File: src/ihx_pkg.sv
package ihx_pkg;

    // Framing and protocol constants, all as 16-bit lengths or exact field widths.
    localparam logic [15:0] ETH_HDR_BYTES     = 16'd14;
    localparam logic [15:0] IP_HDR_MIN_BYTES  = 16'd20;
    localparam logic [15:0] TCP_HDR_MIN_BYTES = 16'd20;
    localparam logic [15:0] UDP_HDR_SIZE      = 16'd8;
    localparam logic [15:0] ETHTYPE_IP4       = 16'h0800;
    localparam logic [3:0]  IP_VERSION_4      = 4'd4;
    localparam logic [7:0]  PROTO_TCP         = 8'd6;
    localparam logic [7:0]  PROTO_UDP         = 8'd17;

    // Byte positions of the ethertype within the Ethernet header.
    localparam logic [15:0] ETH_TYPE_HI_IDX = 16'd12;
    localparam logic [15:0] ETH_TYPE_LO_IDX = 16'd13;

    // Byte positions within the IPv4 header.
    localparam logic [15:0] IP_VER_IHL_OFS  = 16'd0;
    localparam logic [15:0] IP_LEN_HI_OFS   = 16'd2;
    localparam logic [15:0] IP_LEN_LO_OFS   = 16'd3;
    localparam logic [15:0] IP_PROTO_OFS    = 16'd9;
    localparam logic [15:0] IP_SRC_FIRST    = 16'd12;
    localparam logic [15:0] IP_SRC_LAST     = 16'd15;
    localparam logic [15:0] IP_DST_FIRST    = 16'd16;
    localparam logic [15:0] IP_DST_LAST     = 16'd19;

    // Byte positions within the transport header.
    localparam logic [15:0] L4_SPORT_HI_OFS = 16'd0;
    localparam logic [15:0] L4_SPORT_LO_OFS = 16'd1;
    localparam logic [15:0] L4_DPORT_HI_OFS = 16'd2;
    localparam logic [15:0] L4_DPORT_LO_OFS = 16'd3;
    localparam logic [15:0] L4_ULEN_HI_OFS  = 16'd4;
    localparam logic [15:0] L4_ULEN_LO_OFS  = 16'd5;
    localparam logic [15:0] L4_TCP_DOFF_OFS = 16'd12;

    localparam logic [15:0] BYTE_COUNT_MAX  = 16'hFFFF;

    typedef enum logic [2:0] {
        ST_OK        = 3'd0,
        ST_SHORT     = 3'd1,
        ST_ETHERTYPE = 3'd2,
        ST_VERSION   = 3'd3,
        ST_IHL       = 3'd4,
        ST_TCP_HDR   = 3'd5,
        ST_PROTO     = 3'd6
    } status_t;

    typedef struct packed {
        logic [7:0] data;
        logic       last;
    } byte_item_t;

    typedef struct packed {
        logic [15:0] byte_count;
        logic [15:0] ether_kind;
        logic [3:0]  ip_version;
        logic [5:0]  ip_hdr_bytes;
        logic [15:0] ip_total_len;
        logic [7:0]  ip_proto;
        logic [31:0] src_addr;
        logic [31:0] dst_addr;
        logic [15:0] src_port;
        logic [15:0] dst_port;
        logic [15:0] udp_len;
        logic [5:0]  tcp_hdr_bytes;
    } frame_t;

    typedef struct packed {
        status_t     status;
        logic        is_udp;
        logic [31:0] src_addr;
        logic [31:0] dst_addr;
        logic [15:0] src_port;
        logic [15:0] dst_port;
        logic [15:0] payload_len;
    } result_t;

endpackage

File: src/ihx_in_stage.sv
module ihx_in_stage
    import ihx_pkg::*;
(
    input  logic       clk,
    input  logic       rst_n,
    input  logic       in_valid,
    input  byte_item_t in_item,
    input  logic       out_free,
    output logic       stall,
    output logic       advance,
    output byte_item_t item
);

    logic       valid_reg;
    logic       valid_next;
    byte_item_t item_reg;
    logic       accept;

    // A held byte moves on unless it closes a frame and the result register is full.
    assign advance = valid_reg & (~item_reg.last | out_free);
    assign stall   = valid_reg & ~advance;
    assign accept  = in_valid & ~stall;
    assign item    = item_reg;

    always_comb
    begin
        if (accept)
        begin
            valid_next = 1'b1;
        end
        else if (advance)
        begin
            valid_next = 1'b0;
        end
        else
        begin
            valid_next = valid_reg;
        end
    end

    // Valid flag of the input register.
    always_ff @(posedge clk or negedge rst_n)
    begin
        if (!rst_n)
        begin
            valid_reg <= 1'b0;
        end
        else
        begin
            valid_reg <= valid_next;
        end
    end

    // Byte payload is loaded on every transfer.
    always_ff @(posedge clk)
    begin
        if (accept)
        begin
            item_reg <= in_item;
        end
    end

endmodule

File: src/ihx_frame_state.sv
module ihx_frame_state
    import ihx_pkg::*;
(
    input  logic       clk,
    input  logic       rst_n,
    input  logic       link_type,
    input  logic       step,
    input  byte_item_t item,
    output frame_t     frame_next
);

    frame_t      frame_reg;
    logic [15:0] idx;
    logic [15:0] off;
    logic [15:0] r;
    logic [15:0] t;
    logic [15:0] ihl16;
    logic [7:0]  b;

    assign idx   = frame_reg.byte_count;
    assign b     = item.data;
    assign off   = link_type ? 16'd0 : ETH_HDR_BYTES;
    assign r     = idx - off;
    assign ihl16 = {10'd0, frame_reg.ip_hdr_bytes};
    assign t     = r - ihl16;

    // Place the current byte into whichever header field its offset selects.
    always_comb
    begin
        frame_next = frame_reg;

        if (!link_type && idx == ETH_TYPE_HI_IDX)
        begin
            frame_next.ether_kind[15:8] = b;
        end
        if (!link_type && idx == ETH_TYPE_LO_IDX)
        begin
            frame_next.ether_kind[7:0] = b;
        end

        if (idx >= off)
        begin
            if (r == IP_VER_IHL_OFS)
            begin
                frame_next.ip_version   = b[7:4];
                frame_next.ip_hdr_bytes = {b[3:0], 2'b00};
            end
            else if (r == IP_LEN_HI_OFS)
            begin
                frame_next.ip_total_len[15:8] = b;
            end
            else if (r == IP_LEN_LO_OFS)
            begin
                frame_next.ip_total_len[7:0] = b;
            end
            else if (r == IP_PROTO_OFS)
            begin
                frame_next.ip_proto = b;
            end
            else if (r >= IP_SRC_FIRST && r <= IP_SRC_LAST)
            begin
                frame_next.src_addr = {frame_reg.src_addr[23:0], b};
            end
            else if (r >= IP_DST_FIRST && r <= IP_DST_LAST)
            begin
                frame_next.dst_addr = {frame_reg.dst_addr[23:0], b};
            end

            // Transport bytes start right after the real IP header.
            if (ihl16 >= IP_HDR_MIN_BYTES && r >= ihl16)
            begin
                if (t == L4_SPORT_HI_OFS)
                begin
                    frame_next.src_port[15:8] = b;
                end
                else if (t == L4_SPORT_LO_OFS)
                begin
                    frame_next.src_port[7:0] = b;
                end
                else if (t == L4_DPORT_HI_OFS)
                begin
                    frame_next.dst_port[15:8] = b;
                end
                else if (t == L4_DPORT_LO_OFS)
                begin
                    frame_next.dst_port[7:0] = b;
                end
                else if (t == L4_ULEN_HI_OFS)
                begin
                    frame_next.udp_len[15:8] = b;
                end
                else if (t == L4_ULEN_LO_OFS)
                begin
                    frame_next.udp_len[7:0] = b;
                end
                else if (t == L4_TCP_DOFF_OFS)
                begin
                    frame_next.tcp_hdr_bytes = {b[7:4], 2'b00};
                end
            end
        end

        // The byte counter stops at its maximum.
        if (idx != BYTE_COUNT_MAX)
        begin
            frame_next.byte_count = idx + 16'd1;
        end
    end

    // Frame state advances per byte and clears after the closing byte.
    always_ff @(posedge clk or negedge rst_n)
    begin
        if (!rst_n)
        begin
            frame_reg <= '0;
        end
        else if (step)
        begin
            if (item.last)
            begin
                frame_reg <= '0;
            end
            else
            begin
                frame_reg <= frame_next;
            end
        end
    end

endmodule

File: src/ihx_judge.sv
module ihx_judge
    import ihx_pkg::*;
(
    input  logic    link_type,
    input  frame_t  frame,
    output result_t result
);

    logic [15:0] len;
    logic [15:0] off;
    logic [15:0] ihl16;
    logic [15:0] tcp16;
    status_t     st;
    logic        udp;
    logic [15:0] payload;

    assign len   = frame.byte_count;
    assign off   = link_type ? 16'd0 : ETH_HDR_BYTES;
    assign ihl16 = {10'd0, frame.ip_hdr_bytes};
    assign tcp16 = {10'd0, frame.tcp_hdr_bytes};

    // Checks run in priority order; the first failure sets the drop reason.
    always_comb
    begin
        st      = ST_OK;
        udp     = 1'b0;
        payload = 16'd0;
        if (!link_type && len < ETH_HDR_BYTES)
        begin
            st = ST_SHORT;
        end
        else if (!link_type && frame.ether_kind != ETHTYPE_IP4)
        begin
            st = ST_ETHERTYPE;
        end
        else if (len < off + IP_HDR_MIN_BYTES)
        begin
            st = ST_SHORT;
        end
        else if (frame.ip_version != IP_VERSION_4)
        begin
            st = ST_VERSION;
        end
        else if (ihl16 < IP_HDR_MIN_BYTES)
        begin
            st = ST_IHL;
        end
        else if (frame.ip_proto == PROTO_TCP)
        begin
            if (len < off + ihl16 + TCP_HDR_MIN_BYTES)
            begin
                st = ST_SHORT;
            end
            else if (tcp16 < TCP_HDR_MIN_BYTES)
            begin
                st = ST_TCP_HDR;
            end
            else
            begin
                payload = frame.ip_total_len - (ihl16 + tcp16);
            end
        end
        else if (frame.ip_proto == PROTO_UDP)
        begin
            if (len < off + ihl16 + UDP_HDR_SIZE)
            begin
                st = ST_SHORT;
            end
            else
            begin
                udp     = 1'b1;
                payload = frame.udp_len - UDP_HDR_SIZE;
            end
        end
        else
        begin
            st = ST_PROTO;
        end
    end

    // A dropped frame reports zeros in every field but the status.
    always_comb
    begin
        result        = '0;
        result.status = st;
        if (st == ST_OK)
        begin
            result.is_udp      = udp;
            result.src_addr    = frame.src_addr;
            result.dst_addr    = frame.dst_addr;
            result.src_port    = frame.src_port;
            result.dst_port    = frame.dst_port;
            result.payload_len = payload;
        end
    end

endmodule

File: src/ipv4_l4_header_extractor_unit.sv
// Channel   Handshake             Payload
// -------   -------------------   ---------------------------------------------
// in        in_valid / in_stall   data_byte, last_byte
// out       out_valid / out_stall status, is_udp, src_addr, dst_addr,
//                                 src_port, dst_port, payload_len
// cfg       cfg_valid / cfg_ready link_type
//
// One byte is taken per cycle while in_stall is low; each byte passes through the input register.
// The closing byte's result is loaded at the edge where that byte leaves the input
// register, which a full result register can delay, and out_valid rises with that load.
// Reset clears the link type, the frame state and both valid flags.
// in_stall rises only while a closing byte waits behind an unaccepted result.
module ipv4_l4_header_extractor_unit
    import ihx_pkg::*;
(
    input  logic        clk,
    input  logic        rst_n,
    input  logic        in_valid,
    output logic        in_stall,
    input  logic [7:0]  data_byte,
    input  logic        last_byte,
    output logic        out_valid,
    input  logic        out_stall,
    output logic [2:0]  status,
    output logic        is_udp,
    output logic [31:0] src_addr,
    output logic [31:0] dst_addr,
    output logic [15:0] src_port,
    output logic [15:0] dst_port,
    output logic [15:0] payload_len,
    input  logic        cfg_valid,
    output logic        cfg_ready,
    input  logic        link_type
);

    logic       link_type_reg;
    logic       out_valid_reg;
    logic       out_valid_next;
    result_t    result_reg;
    result_t    result_next;
    byte_item_t in_item;
    byte_item_t item;
    frame_t     frame_next;
    logic       out_free;
    logic       advance;
    logic       load;

    assign in_item.data = data_byte;
    assign in_item.last = last_byte;
    assign cfg_ready    = 1'b1;

    // Link type register; a transfer on the configuration channel writes it.
    always_ff @(posedge clk or negedge rst_n)
    begin
        if (!rst_n)
        begin
            link_type_reg <= 1'b0;
        end
        else if (cfg_valid && cfg_ready)
        begin
            link_type_reg <= link_type;
        end
    end

    ihx_in_stage u_in_stage (
        .clk      (clk),
        .rst_n    (rst_n),
        .in_valid (in_valid),
        .in_item  (in_item),
        .out_free (out_free),
        .stall    (in_stall),
        .advance  (advance),
        .item     (item)
    );

    ihx_frame_state u_frame_state (
        .clk        (clk),
        .rst_n      (rst_n),
        .link_type  (link_type_reg),
        .step       (advance),
        .item       (item),
        .frame_next (frame_next)
    );

    ihx_judge u_judge (
        .link_type (link_type_reg),
        .frame     (frame_next),
        .result    (result_next)
    );

    // Result register: filled by a closing byte, emptied by an output transfer.
    assign out_free = ~out_valid_reg | ~out_stall;
    assign load     = advance & item.last;

    always_comb
    begin
        if (load)
        begin
            out_valid_next = 1'b1;
        end
        else if (out_free)
        begin
            out_valid_next = 1'b0;
        end
        else
        begin
            out_valid_next = out_valid_reg;
        end
    end

    always_ff @(posedge clk or negedge rst_n)
    begin
        if (!rst_n)
        begin
            out_valid_reg <= 1'b0;
        end
        else
        begin
            out_valid_reg <= out_valid_next;
        end
    end

    always_ff @(posedge clk)
    begin
        if (load)
        begin
            result_reg <= result_next;
        end
    end

    assign out_valid   = out_valid_reg;
    assign status      = result_reg.status;
    assign is_udp      = result_reg.is_udp;
    assign src_addr    = result_reg.src_addr;
    assign dst_addr    = result_reg.dst_addr;
    assign src_port    = result_reg.src_port;
    assign dst_port    = result_reg.dst_port;
    assign payload_len = result_reg.payload_len;

endmodule

File: config.mk
export PLATFORM = sky130hd
export DESIGN_NAME = ipv4_l4_header_extractor_unit
export DESIGN_NICKNAME = d
export VERILOG_FILES = /design/src/ihx_pkg.sv /design/src/ihx_in_stage.sv /design/src/ihx_frame_state.sv /design/src/ihx_judge.sv /design/src/ipv4_l4_header_extractor_unit.sv
export SDC_FILE = /design/constraint.sdc
export NUM_CORES = 1
export LEC_CHECK = 0
export ABC_AREA = 1
export CORE_MARGIN = 1.5
export CORE_UTILIZATION = 45
export DETAILED_ROUTE_END_ITERATION = 10
export DONT_BUFFER_PORTS = 1
export GPL_TIMING_DRIVEN = 1
export PLACE_DENSITY = 0.58
export SLEW_MARGIN = 40
export SYNTH_ARGS = -nofsm -noshare
export SYNTH_HDL_FRONTEND = slang
export SYNTH_HIERARCHICAL = 1
export SYNTH_SLANG_ARGS = --single-unit
File: constraint.sdc
create_clock -name clk -period 6.7 [get_ports clk]
set_input_delay 0.335 -clock clk [delete_from_list [all_inputs] [get_ports clk]]
set_output_delay 0.335 -clock clk [all_outputs]
set_load 0.02 [all_outputs]
# == After elaboration in Yosys (flattened, before gate mapping) ==
# Cells that the tools add are included.
# word_totals
reg_bits,312
input_bits,15
out_inout_bits,119
elab_cells,142
# classes
addsub,10
n_lt_le_gt_ge,13
n_eq_ne,16
mux,51
bitwise_logic,13
reduce_logical,15
# op_table
operator,n
$mux W184,1
$mux W152,1
$mux W16,6
$mux W32,3
$mux W8,11
$mux W88,1
$mux W80,1
$mux W72,1
$eq A16 B2 Y1 const B,4
$eq A16 B4 Y1 const B,4
$mux W64,1
$mux W54,1
$lt A16 B16 Y1,3
$mux W46,1
$mux W38,1
$add A16 B5 Y16 const B,2
$eq A16 B3 Y1 const B,2
$logic_not A16 Y1,2
$sub A16 B16 Y16,2
$mux W30,1
$mux W3,9
$mux W22,1
$add A16 B1 Y16 const B,1
$add A16 B4 Y16 const B,1
other kinds (33),57

# == Logic depth before layout (Yosys ltp) ==
# logic_depth
depth_word,27
ltp_mapped,43
mapped_depth_nobuf,41

# == Cells and area by module ==
# Netlist, hierarchy kept.
# by_module_without_submodules
module,n_inst,cells_per_inst,area_per_inst_um2,seq_area_each_um2
ihx_frame_state,1,1692,11907.7,4604.4
ihx_judge,1,584,3583.4,0.0
ipv4_l4_header_extractor_unit,1,128,3574.7,3533.4
ihx_in_stage,1,19,336.6,295.3

# == Worst setup path before layout ==
# OpenSTA, ideal clock, no wires.
# synth_timing
path_kind,flip-flop to flip-flop
start,register link_type_reg
end,"register result_reg, in the netlist dst_addr[0] (data pin)"
arrival_ps,5493
setup_slack_ps,955
path_stages_with_launch,35
period_less_slack_ps,5745
path_cell_list,dfrtp_1 -> inv_1 -> ha_1 -> inv_1 -> fa_1 -> nand2_1 -> nand2_4 -> nor2_8 -> xor2_2 -> nand2_2 -> nor3_2 -> and2_1 -> buf_6 -> nand3_2 -> clkbuf_1 -> o21ai_0 -> inv_1 -> fa_1 -> xor2_1 -> ha_1 -> o21ai_0 -> xor2_1 -> ha_1 -> nand2_1 -> nor2_1 -> nor2_1 -> nand2_1 -> nand2_2 -> nand3_2 -> nand2_1 -> nand2_2 -> nand3_4 -> buf_12 -> buf_12 -> nor2_4
# synth_lines
element,line_no,source
from (decl),ipv4_l4_header_extractor_unit.sv:36,logic link_type_reg;
from (signal assigned),ipv4_l4_header_extractor_unit.sv:61,link_type_reg <= link_type;
to (signal assigned),ipv4_l4_header_extractor_unit.sv:127,result_reg <= result_next;
to (decl),ipv4_l4_header_extractor_unit.sv:39,result_t result_reg;

==> reports/qor.csv <==
metric;value;unit
rrSetupSlack;0.54;ns
cts-root-buf;clkbuf_16;
critPathLaunch;u_frame_state/idx[1];
critPathKind;flop to flop;
synth_top_area_cell;dfrtp_1;
die_w;211;µm
setup_viol;0;
std_cell_rows;75;
syn-num-nets;2490;
syn_area;0.0194;mm²
synth_top_area_share;24.1;%
synth_fa_ha_area_share;3.70;%
antenna_found_initial;1;
crit_arrival;6.56;ns
htree_levels;2;
route.vias.total;15600;
initial_utilization;45.9;%
vias_per_cell;5.24;
cts_tree;built;
dr.pass1.iters;5;
final_common_cell;nand2_1;
finClkSkew;0.0154;ns
nets;2476;
period_share;91.9;%
fin_setup_tns;0;ns
min_path_type;primary input to flop;
slowest_stage;fa_1;
grt_pass1_wl;80.6;mm
antenna_cells;0;
grt_pass1_vias;14800;
setup.worst_path.start_class;flop;
chipHeight;211;µm
cp-end-kind;flop;
netlist_instances;2423;
routed_wl;50.9;mm
placed_cell_area;0.0197;mm²
place.detailed.hpwl;33.9;mm
maxCapViolCount;0;
fin_ws;0.542;ns
yosysWarnings;6;
grt_max_degree;188;
crit_required;7.10;ns
cts.clk_slew.worst_paths;0.06;ns
tightest_slew;0.781;ns
avgRoutedWirePerCell;17.1;µm
synth_mux_area_share;0;%
path_common_cell;nand2_1;
drt_iter0_drc;1199;
insertion_delay;0.55;ns
io_buffers;0;
die-area;0.0444;mm²
finalHoldViolations;0;
utilization;50.4;%
synth_cell_types;55;
fin_area;0.0213;mm²
coreArea;0.0422;mm²
synth_area_leaders;dfrtp_1 (24%), edfxtp_1 (19%), nand2_1 (11%), inv_1 (8.7%), nor2_4 (4.2%);
fin_crit;6.16;ns
p_per_area;212;mW/mm²
slew_headroom;48.0;%
pin_count;134;
reg2regPathDepth;35;
max_freq;162;MHz
synthXorXnorAreaFrac;1.98;%
synth_seq_cells;312;
layout_common_cells;nand2_1 (593), inv_1 (447), dfrtp_1 (187);
synth_compound_area_share;10.9;%
ant_nets;0;
critical_path.endpoint;dst_port[2];
area_growth;9.60;%
synthFlopType;dfrtp_1;
power.leakage;10.1;nW
critPathMaxFanout;14;
gp_congestion;0.875;
clockBufferDepth;3;
status;completed;
rsz0062_at_grt;no;
place_ws;0.322;ns
syn_area_per_cell;8.01;µm²
synth_top_family_by_area;simple AND/OR/NAND/NOR gates;
synthArstFlopShare;59.9;%
track_usage;23.0;%
r2r_end;dst_port[2];
cts_inserted_buffers;37;
clock_sinks;312;
regToRegStartpoint;u_frame_state/idx[1];
seq_area_frac_synth;43.5;%
synth-edff-count;125;
synth-simple-area-share;27.8;%
drcViolationCount;0;
finalPower;4.50;mW
ir_drop;0.000179;V
slew_viol_final;0;
gr-total-overflow;0;
cpPeakStageDelay;0.47;ns
largest_reg_flops;168;
drive_gt1_share;11.2;%
==> critical path, delay by kind of cell, from the launching register on <==
family / cells / cell delay (ns)
AO/OA/AOI/OAI: 4 / 0.83
AND/OR/NAND/NOR: 19 / 2.13
XOR/XNOR: 2 / 0.43
buffers and inverters: 6 / 0.84
adder cells (fa/ha/maj): 4 / 1.36
flip-flops: 1 / 0.37
==> where the power goes <==
part / switching (mW) / total (mW) / internal, mW
clock network: 0.833 / 2.00 / 1.16
registers: 0.0658 / 2.10 / 2.03
logic: 0.304 / 0.405 / 0.101
==> per-layer routing <==
layer	part of all wire [%]	up-vias	wire (µm)	track usage [%]
li1	-	7689	-	-
met4	2.2	0	1120	6.50
met1	47	7429	24100	32.6
met2	45	409	23000	35.9
met3	5.4	70	2770	4.09
met5	0	-	0	0
==> how the worst min path moves through the flow <==
| stage | cells after the start | end | start | slack (ns) |
|---|---|---|---|---|
| 6_report | 2 | out_valid | out_stall | 0.13 |
| 5_1_grt | 2 | out_valid | out_stall | 0.1 |
| 3_5_place_dp | 0 | u_frame_state/frame_reg[67] | rst_n | 0.05 |
| 4_1_cts | 2 | out_valid | out_stall | 0.08 |
| 3_3_place_gp | 0 | u_frame_state/frame_reg[76] | rst_n | 0.05 |
| 2_1_floorplan | 0 | link_type_reg | rst_n | 0.04 |
==> synthesized netlist by cell type, drive strengths merged (12+ instances only) <==
master,count
a21boi,17
a21oi,49
a22o,24
buf,46
clkbuf,49
dfrtp,187
edfxtp,125
ha,43
inv,461
nand2,606
nand3,136
nand4,57
nor2,261
nor3,21
o21ai,171
o22ai,76
xnor2,12
xor2,31
==> metrics by stage <==
step / instances / hold slack (ns)
4_1_cts: 2968 / 0.0753
3_3_place_gp: 2885 / 0.0531
5_1_grt: 2977 / 0.0974
2_1_floorplan: 2423 / 0.0394
3_5_place_dp: 2885 / 0.0512
6_report: 2977 / 0.135
==> logic make-up after synthesis <==
family / Yosys count
other: 1
buffers and inverters: 567
adder cells (fa/ha/maj): 52
XOR/XNOR: 43
AND/OR/NAND/NOR: 1103
AO/OA/AOI/OAI: 345
flip-flops: 312
==> final cells by class <==
type	instances	area [µm²]
inverter	472	1780
fill	4044	21000
clock buffer	47	1030
multi-input combinational	1545	8690
timing repair buffer	41	505
clock inverter	21	163
sequential	312	8430
tap	539	674
==> timing repair <==
item | 4_1_cts | 5_1_grt
buffers inserted | 0 | 3
endpoints found under the hold margin | 198 | 0
setup endpoints to repair | 0 | 102
hold buffers | 15 | 0
resized for setup | 0 | 8
(Power assumes the default switching activity.)
